$ cat src/rtl/core/cbts_pkg.sv
// Shared types and constants of the CAN transmit bus-off supervisor.
// No dependencies; the stamp memory, execute stage and top level refer to it by scoped names.
package cbts_pkg;

  localparam logic [2:0] ACT_TICK        = 3'd0;
  localparam logic [2:0] ACT_SEND        = 3'd1;
  localparam logic [2:0] ACT_TX_ACK      = 3'd2;
  localparam logic [2:0] ACT_EVENT_LOST  = 3'd3;
  localparam logic [2:0] ACT_ERR_PASSIVE = 3'd4;
  localparam logic [2:0] ACT_BUS_OFF     = 3'd5;
  localparam logic [2:0] ACT_PROTO_ERR   = 3'd6;
  localparam logic [2:0] ACT_RECOV_FAIL  = 3'd7;

  localparam logic [1:0] ST_OK      = 2'd0;
  localparam logic [1:0] ST_INVALID = 2'd1;
  localparam logic [1:0] ST_BUSY    = 2'd2;

  localparam logic [1:0] CFG_BACKOFF_MIN = 2'd0;
  localparam logic [1:0] CFG_BACKOFF_MAX = 2'd1;
  localparam logic [1:0] CFG_RETRY_DELAY = 2'd2;

  localparam logic [15:0] RST_BACKOFF_MIN = 16'd1000;
  localparam logic [15:0] RST_BACKOFF_MAX = 16'd30000;
  localparam logic [15:0] RST_RETRY_DELAY = 16'd100;

  localparam logic [11:0] ID_LIMIT  = 12'h7FF;
  localparam logic [3:0]  LEN_LIMIT = 4'd8;

  localparam int CNT_TX      = 0;
  localparam int CNT_TXERR   = 1;
  localparam int CNT_ACK     = 2;
  localparam int CNT_PROTO   = 3;
  localparam int CNT_PASSIVE = 4;
  localparam int CNT_BUSOFF  = 5;
  localparam int CNT_NUM     = 6;

  typedef struct packed {
    logic [2:0]  action;
    logic [11:0] std_id;
    logic [3:0]  length;
    logic [1:0]  fifo_free;
    logic [7:0]  ack_marker;
  } item_t;

  // The last output field sits in the lowest bits.
  typedef struct packed {
    logic [15:0] backoff_ms;
    logic [31:0] bus_off_count;
    logic [31:0] error_passive_count;
    logic [31:0] protocol_error_count;
    logic [31:0] tx_ack_count;
    logic [31:0] tx_error_count;
    logic [31:0] tx_count;
    logic        recover_now;
    logic [31:0] max_latency_ms;
    logic [31:0] latency_ms;
    logic [7:0]  marker;
    logic [1:0]  status;
  } result_t;

  typedef struct packed {
    logic        en;
    logic [7:0]  addr;
    logic [31:0] data;
  } wr_req_t;

endpackage

$ cat src/rtl/core/cbts_exec.sv
// Execute stage: configuration registers, time base, recovery deadline, backoff,
// marker, peak latency and event counters. Uses cbts_pkg.
module cbts_exec #(
  parameter int MARKER_COUNT = 256
) (
  input  logic                clk,
  input  logic                rst_n,
  input  logic                cfg_we,
  input  logic [1:0]          cfg_addr,
  input  logic [15:0]         cfg_wdata,
  input  logic                commit,
  input  cbts_pkg::item_t     item,
  input  logic [31:0]         stamp,
  output cbts_pkg::result_t   res,
  output cbts_pkg::wr_req_t   wr
);

  localparam int MARK_W = (MARKER_COUNT > 1) ? $clog2(MARKER_COUNT) : 1;
  localparam logic [MARK_W-1:0] MARK_LAST = MARK_W'(MARKER_COUNT - 1);

  logic [15:0]       backoff_min_r;
  logic [15:0]       backoff_max_r;
  logic [15:0]       retry_delay_r;
  logic [31:0]       now_r,     now_nxt;
  logic              pending_r, pending_nxt;
  logic [31:0]       due_r,     due_nxt;
  logic [15:0]       backoff_r, backoff_nxt;
  logic [MARK_W-1:0] mark_r,    mark_nxt;
  logic [31:0]       peak_r,    peak_nxt;
  logic [31:0]       cnt_r   [cbts_pkg::CNT_NUM];
  logic [31:0]       cnt_nxt [cbts_pkg::CNT_NUM];

  logic [31:0]       now_inc;
  logic [31:0]       diff;
  logic [31:0]       latency;
  logic [16:0]       dbl;
  logic [MARK_W-1:0] mark_inc;

  assign now_inc  = now_r + 32'd1;
  assign diff     = now_inc - due_r;
  assign latency  = now_r - stamp;
  assign dbl      = {backoff_r, 1'b0};
  assign mark_inc = (mark_r == MARK_LAST) ? '0 : mark_r + MARK_W'(1);

  always_comb begin
    now_nxt     = now_r;
    pending_nxt = pending_r;
    due_nxt     = due_r;
    backoff_nxt = backoff_r;
    mark_nxt    = mark_r;
    peak_nxt    = peak_r;
    cnt_nxt     = cnt_r;
    wr          = '0;
    res         = '0;
    case (item.action)
      cbts_pkg::ACT_TICK: begin
        now_nxt = now_inc;
        if (pending_r && !diff[31]) begin
          pending_nxt     = 1'b0;
          res.recover_now = 1'b1;
        end
      end
      cbts_pkg::ACT_SEND: begin
        if (item.std_id > cbts_pkg::ID_LIMIT || item.length > cbts_pkg::LEN_LIMIT) begin
          res.status = cbts_pkg::ST_INVALID;
          cnt_nxt[cbts_pkg::CNT_TXERR] = cnt_r[cbts_pkg::CNT_TXERR] + 32'd1;
        end else if (item.fifo_free == 2'd0) begin
          res.status = cbts_pkg::ST_BUSY;
          cnt_nxt[cbts_pkg::CNT_TXERR] = cnt_r[cbts_pkg::CNT_TXERR] + 32'd1;
        end else begin
          mark_nxt   = mark_inc;
          res.marker = 8'(mark_inc);
          wr.en      = 1'b1;
          wr.addr    = 8'(mark_inc);
          wr.data    = now_r;
          cnt_nxt[cbts_pkg::CNT_TX] = cnt_r[cbts_pkg::CNT_TX] + 32'd1;
        end
      end
      cbts_pkg::ACT_TX_ACK: begin
        res.latency_ms = latency;
        cnt_nxt[cbts_pkg::CNT_ACK] = cnt_r[cbts_pkg::CNT_ACK] + 32'd1;
        if (latency > peak_r) begin
          peak_nxt = latency;
        end
        backoff_nxt = backoff_min_r;
      end
      cbts_pkg::ACT_EVENT_LOST, cbts_pkg::ACT_PROTO_ERR: begin
        cnt_nxt[cbts_pkg::CNT_PROTO] = cnt_r[cbts_pkg::CNT_PROTO] + 32'd1;
      end
      cbts_pkg::ACT_ERR_PASSIVE: begin
        cnt_nxt[cbts_pkg::CNT_PASSIVE] = cnt_r[cbts_pkg::CNT_PASSIVE] + 32'd1;
      end
      cbts_pkg::ACT_BUS_OFF: begin
        cnt_nxt[cbts_pkg::CNT_BUSOFF] = cnt_r[cbts_pkg::CNT_BUSOFF] + 32'd1;
        due_nxt     = now_r + {16'd0, backoff_r};
        pending_nxt = 1'b1;
        backoff_nxt = (dbl > {1'b0, backoff_max_r}) ? backoff_max_r : dbl[15:0];
      end
      default: begin
        due_nxt     = now_r + {16'd0, retry_delay_r};
        pending_nxt = 1'b1;
      end
    endcase
    wr.en                    = wr.en & commit;
    res.max_latency_ms       = peak_nxt;
    res.tx_count             = cnt_nxt[cbts_pkg::CNT_TX];
    res.tx_error_count       = cnt_nxt[cbts_pkg::CNT_TXERR];
    res.tx_ack_count         = cnt_nxt[cbts_pkg::CNT_ACK];
    res.protocol_error_count = cnt_nxt[cbts_pkg::CNT_PROTO];
    res.error_passive_count  = cnt_nxt[cbts_pkg::CNT_PASSIVE];
    res.bus_off_count        = cnt_nxt[cbts_pkg::CNT_BUSOFF];
    res.backoff_ms           = backoff_nxt;
  end

  always_ff @(posedge clk) begin
    if (!rst_n) begin
      backoff_min_r <= cbts_pkg::RST_BACKOFF_MIN;
      backoff_max_r <= cbts_pkg::RST_BACKOFF_MAX;
      retry_delay_r <= cbts_pkg::RST_RETRY_DELAY;
    end else if (cfg_we) begin
      case (cfg_addr)
        cbts_pkg::CFG_BACKOFF_MIN: backoff_min_r <= cfg_wdata;
        cbts_pkg::CFG_BACKOFF_MAX: backoff_max_r <= cfg_wdata;
        cbts_pkg::CFG_RETRY_DELAY: retry_delay_r <= cfg_wdata;
        default: ;
      endcase
    end
  end

  always_ff @(posedge clk) begin
    if (!rst_n) begin
      now_r     <= '0;
      pending_r <= 1'b0;
      due_r     <= '0;
      backoff_r <= cbts_pkg::RST_BACKOFF_MIN;
      mark_r    <= '0;
      peak_r    <= '0;
      for (int i = 0; i < cbts_pkg::CNT_NUM; i++) begin
        cnt_r[i] <= '0;
      end
    end else if (commit) begin
      now_r     <= now_nxt;
      pending_r <= pending_nxt;
      due_r     <= due_nxt;
      backoff_r <= backoff_nxt;
      mark_r    <= mark_nxt;
      peak_r    <= peak_nxt;
      cnt_r     <= cnt_nxt;
    end
  end

endmodule

$ cat config.mk
export PLATFORM = sky130hd
export DESIGN_NAME = cbts_exec
export DESIGN_NICKNAME = d
export VERILOG_FILES = /design/src/rtl/core/cbts_pkg.sv /design/src/rtl/core/cbts_exec.sv
export SDC_FILE = /design/constraint.sdc
export NUM_CORES = 1
export LEC_CHECK = 0
export BUFFER_PORTS_ARGS = -buffer_cell sky130_fd_sc_hd__buf_2
export CORE_MARGIN = 3
export CORE_UTILIZATION = 52
export DETAILED_ROUTE_END_ITERATION = 7
export PLACE_DENSITY = 0.78
export SYNTH_ARGS = -nofsm -noshare
export SYNTH_HDL_FRONTEND = slang
export SYNTH_SLANG_ARGS = --single-unit
$ cat constraint.sdc
create_clock -name clk -period 5.25 [get_ports clk]
set_clock_uncertainty 0.1 [all_clocks]
set_input_delay 0.2625 -clock clk [delete_from_list [all_inputs] [get_ports clk]]
set_output_delay 0.2625 -clock clk [all_outputs]
set_load 0.02 [all_outputs]
After elaboration in Yosys (flattened, before gate mapping) --
Cells that the tools add are included.
Storage, ports and cells: register bits after elaboration 361, input bits 83, output and inout port bits 324, logic and storage cells 90
Cells by class: add/subtract/negate cells 12, magnitude comparators 4, equal/unequal tests 10, muxes and demuxes 28, bitwise logic cells 5, reductions and logical operators 16
Operator list (number):
- 32-bit two-way mux | 11
- 32-bit by 1-bit adder with 32-bit output, second input constant | 7
- 41-bit two-way mux | 3
- 32-bit by 16-bit adder with 32-bit output | 2
- 64-bit two-way mux | 1
- 32-bit case mux with 2 select lines | 1
- 32-bit subtractor | 2
- 32-bit > comparator | 1
- 16-bit case mux with 2 select lines | 1
- 8-bit two-way mux | 3
- 17-bit by 16-bit > comparator with 1-bit output | 1
- 16-bit two-way mux | 1
- 12-bit by 11-bit > comparator with 1-bit output, second input constant | 1
- 10-bit two-way mux | 1
- 2-bit AND reduction | 5
- 3-bit equality test, second input constant | 3
- 8-bit by 1-bit adder with 8-bit output, second input constant | 1
- 8-bit equality test, second input constant | 1
- 3-bit by 2-bit equality test with 1-bit output, second input constant | 2
- 6-bit OR reduction | 1
- 5-bit OR reduction | 1
- 4-bit > comparator, second input constant | 1
- 2-bit logical NOT | 2
- 2-bit two-way mux | 2
- 15 further kinds | 20

Logic depth before layout (Yosys ltp) --
depth after elaboration 6, mapped depth 23

Worst setup path after synthesis --
No wires, ideal clock.
path kind reg-to-output, from register now_r[0], to output res[69] (netlist bit), arrival 5.062 ns, data required time 4.888 ns, setup slack -0.174 ns, cell stages (with the launch flop) 22, path buffers 1, cells stage by stage dfxtp_1 inv_1 ha_1 inv_1 fa_1 a21oi_1 o211ai_1 a21oi_1 a21oi_1 a41o_1 a21oi_1 xor2_1 inv_1 ha_1 nand4_1 or3b_1 or4_1 a21oi_2 a211oi_1 or2_2 buf_2 o31ai_1
RTL lines:
- start: declaration | RTL line cbts_exec.sv:24 | logic [31:0] now_r, now_nxt;
- start signal: assignment | RTL line cbts_exec.sv:142 | now_r <= now_nxt;
- end: declaration | RTL line cbts_exec.sv:14 | output cbts_pkg::result_t res,

==> flow_metrics.py <==
metrics = {
    "drt": {
        "viasPerCell": 5.64,
        "drt_iter0_markers": 2216,
        "wl_per_cell_um": 17.2,
        "detail-route-antenna-nets": 0,
        "first_pass_iters": 6,
        "drc_errors": 0,
        "wl_um": 72400,
        "vias": 23734,
    },
    "status": {
        "status": "finished with violations",
        "violations": "setup timing",
    },
    "floorplanning": {
        "row_count": 78,
        "die_w_um": 222,
        "io_pins": 407,
        "coreArea_um2": 45700,
        "start_util_pct": 53.0,
        "dieArea_um2": 49200,
        "die_y_um": 222,
    },
    "power": {
        "netSwitchingPower_mw": 1.70,
        "p_int_mw": 4.94,
        "pwr-share-comb_pct": 10.6,
        "clkPwrFrac_pct": 47.1,
        "pwr-share-seq_pct": 42.3,
        "p_sw_share_pct": 25.6,
        "p_per_area_nw_per_um2": 226,
        "leakage_nw": 13.2,
        "power.total_mw": 6.64,
        "ir_drop_mv": 0.245,
    },
    "clock_network": {
        "clockBufferDepth": 3,
        "cts_tree": "yes",
        "clk_pin_slew_ns": 0.06,
        "htree_levels": 2,
        "insertion_delay_ns": 0.57,
        "root_buffer": "clkbuf_16",
        "numCtsBuffers": 41,
        "clkSinkCount": 361,
    },
    "layout": {
        "multiInputGateArea_um2": 16000,
        "final_common_cell": "nand2_1",
        "nets": 3791,
        "final-seq-area_um2": 7230,
        "layout_common_cells": "nand2_1, buf_2, nor2_1, dfxtp_1, xor2_1",
        "fillers": 3926,
        "syn2layout_area_growth_pct": 21.2,
        "drive_gt1_share_pct": 19.0,
    },
    "logic_synthesis": {
        "dominantRegCellSynth": "dfxtp_1",
        "yosysUniqueCellTypes": 82,
        "synth_cells": 3192,
        "ys_seq_area_share_pct": 29.8,
        "yosys_warnings": 0,
        "synth_nets": 3409,
        "synth-async-reset-ratio_pct": 0,
        "yosys-top-cells-area": "dfxtp_1, xor2_1, nand2_1, ha_1, xnor2_1",
        "synth.avg_cell_area_um2": 7.59,
        "synth_edf_count": 0,
        "syn-cell-area_um2": 24200,
        "ys_seq_elements": 361,
        "synth_area_leader_cell": "dfxtp_1",
        "synth_top_area_share_pct": 29.8,
    },
    "timing": {
        "layout_setup_ws_ns": -0.427,
        "max_freq_ghz": 0.176,
        "relSlewSlack_pct": 16.2,
        "slew_viol_final": 0,
        "tns_ns": -11.07,
        "max_slew.worst_pin.slew_ns": 1.26,
        "post-route-period-util_pct": 108,
        "rsz0062_at_grt": "true",
        "hold_viol": 0,
        "period_minus_slack_ns": 5.68,
        "setup_viol": 32,
    },
    "setup_path": {
        "crit_type": "reg2out",
        "rr_startpoint": "now_r[0]$_SDFFE_PN0P_",
        "r2r_cells": 25,
        "critPathCaptureType": "primary output",
        "crit_fanout": 7,
        "critPathLaunchType": "flop",
        "r2r-end": "peak_r[13]$_SDFFE_PN0P_",
        "cp_slowest_stage_delay_ns": 0.58,
        "path_cells": "inv_2, ha_4, inv_2, fa_2, a21oi_2, o211ai_1, a21oi_1, buf_4, a21oi_4, a41o_1, a21oi_2, xor2_1, inv_1, ha_4, nand4_1, or3b_4, or4_4, a21oi_4, a211oi_4, nor2_4, buf_4, buf_12, mux2_4, buf_6",
        "crit_end": "res[73]",
        "rrSetupSlack_ns": 0.15,
        "critPathArrivalTime_ns": 5.31,
        "cp_slowest_cell": "or4_4",
        "critical_path_required_ns": 4.89,
        "startpoint": "now_r[0]$_SDFFE_PN0P_",
    },
    "placement": {
        "gp_congestion": 0.935,
        "pre_cts_ws_ns": -0.241,
        "hpwl_um": 51600,
        "portBuffers": 387,
    },
    "grt": {
        "grt_max_degree": 189,
        "grt_pass1_wl_um": 113000,
        "antenna_found_initial": 1,
        "grt-ovfl-total": 0,
        "grtUsageTotal_pct": 27.6,
        "grt_pass1_vias": 21325,
    },
    "min_path": {
        "worstHoldStart": "commit",
        "worstHoldPathType": "in2reg",
    },
    "run": {
        "maxCapViolCount": 0,
    },
}
[per-stage QoR]
step	instances	hold slack, ns	area, µm²	util (%)
2_1_floorplan	3192	0.286	24200	-
3_3_place_gp	4089	0.338	27000	59.0
3_5_place_dp	4089	0.347	27000	59.0
4_1_cts	4192	0.00924	29000	63.4
5_1_grt	4207	0.0561	29300	64.2
6_report	4208	0.0480	29300	64.3
[power by group through the flow]
stage               Combinational [mW]  Clock [mW]  Sequential (mW)
floorplan                        0.414           0             2.86
detailed placement               0.631           0             2.87
global route                     0.762        3.28             2.81
CTS                              0.669        3.18             2.81
finish                           0.703        3.13             2.81
global placement                 0.625           0             2.87
[how the worst min path moves through the flow]
stage / endpoint / depth (start not counted)
after CTS: cnt_r[172]$_SDFFE_PN0P_ / 4
after global routing: cnt_r[179]$_SDFFE_PN0P_ / 4
after detailed placement: backoff_max_r[15]$_SDFFE_PN0P_ / 2
after global placement: due_r[9]$_SDFFE_PN0P_ / 2
after floorplan: backoff_min_r[3]$_SDFFE_PN1P_ / 2
final: cnt_r[96]$_SDFFE_PN0P_ / 4
[cells in the mapped netlist, types with 7 or more instances]
cell,n
and3_1,69
xnor2_1,181
a211oi_1,25
clkbuf_1,148
o31ai_1,8
o21a_1,13
buf_4,10
nor2b_1,7
or2_2,7
buf_2,18
dfxtp_1,361
o21ai_0,134
nor4_1,13
a21oi_1,151
and4_1,16
mux2i_1,28
o211ai_1,17
o211a_1,8
nor3_1,50
o21ba_2,10
o311ai_0,9
inv_1,148
ha_1,132
nand3_1,161
or4_1,7
nand4_1,81
xor2_1,286
or3_1,34
nor2_1,364
a21o_1,31
a22oi_1,16
nand2_1,454
buf_1,10
and2_1,74
[critical path, delay by kind of cell (launching register included)]
kind,cells,cell delay (ns)
adders and majority gates,3,0.77
buffers and inverters,7,0.77
and+or+nand+nor,4,1.25
muxes,1,0.30
DFF,1,0.33
AOI/OAI and AO/OA,8,1.13
xor gates and xnor gates,1,0.20
[sequential cells by signal (all words and copies together) (netlist names)]
name,flops
backoff_max_r,16
backoff_min_r,16
backoff_r,16
cnt_r,192
due_r,32
mark_r,8
now_r,32
peak_r,32
pending_r,1
retry_delay_r,16
[cells by family (layout without fill, tap and decap cells)]
logic type	Yosys count	in the layout	share of synthesized area, %
other	0	2	0
and+or+nand+nor	1383	1383	27.0
AOI/OAI and AO/OA	477	477	12.3
muxes	33	33	1.39
adders and majority gates	134	134	6.99
buffers and inverters	337	751	5.55
DFF	361	361	29.8
xor gates and xnor gates	467	467	16.9
[area by class of cell]
cell class / count / share of cell area [%]
Sequential cell: 361 / 24.6
Antenna cell: 2 / 0.0171
Multi-Input combinational cell: 2494 / 54.6
Inverter: 148 / 1.92
Tap cell: 600 / 2.56
Clock inverter: 14 / 0.938
Timing Repair Buffer: 528 / 11.2
Clock buffer: 61 / 4.13
[repair_timing]
item,CTS,global route
pin swaps,19,18
hold buffers,17,0
setup buffers,8,15
cloned,3,3
endpoints found under the setup margin,58,65
endpoints found under the hold margin,49,0
resized for setup,57,70
[routing by layer]
layer | track usage, % | part of all wire (%) | wire (µm)
met5 | 0 | 0 | 0
met3 | 3.84 | 7.3 | 5300
met4 | 9.91 | 3.5 | 2570
met1 | 38.5 | 44 | 31800
met2 | 43.5 | 45 | 32700
Power figures use the tool's default switching activity.
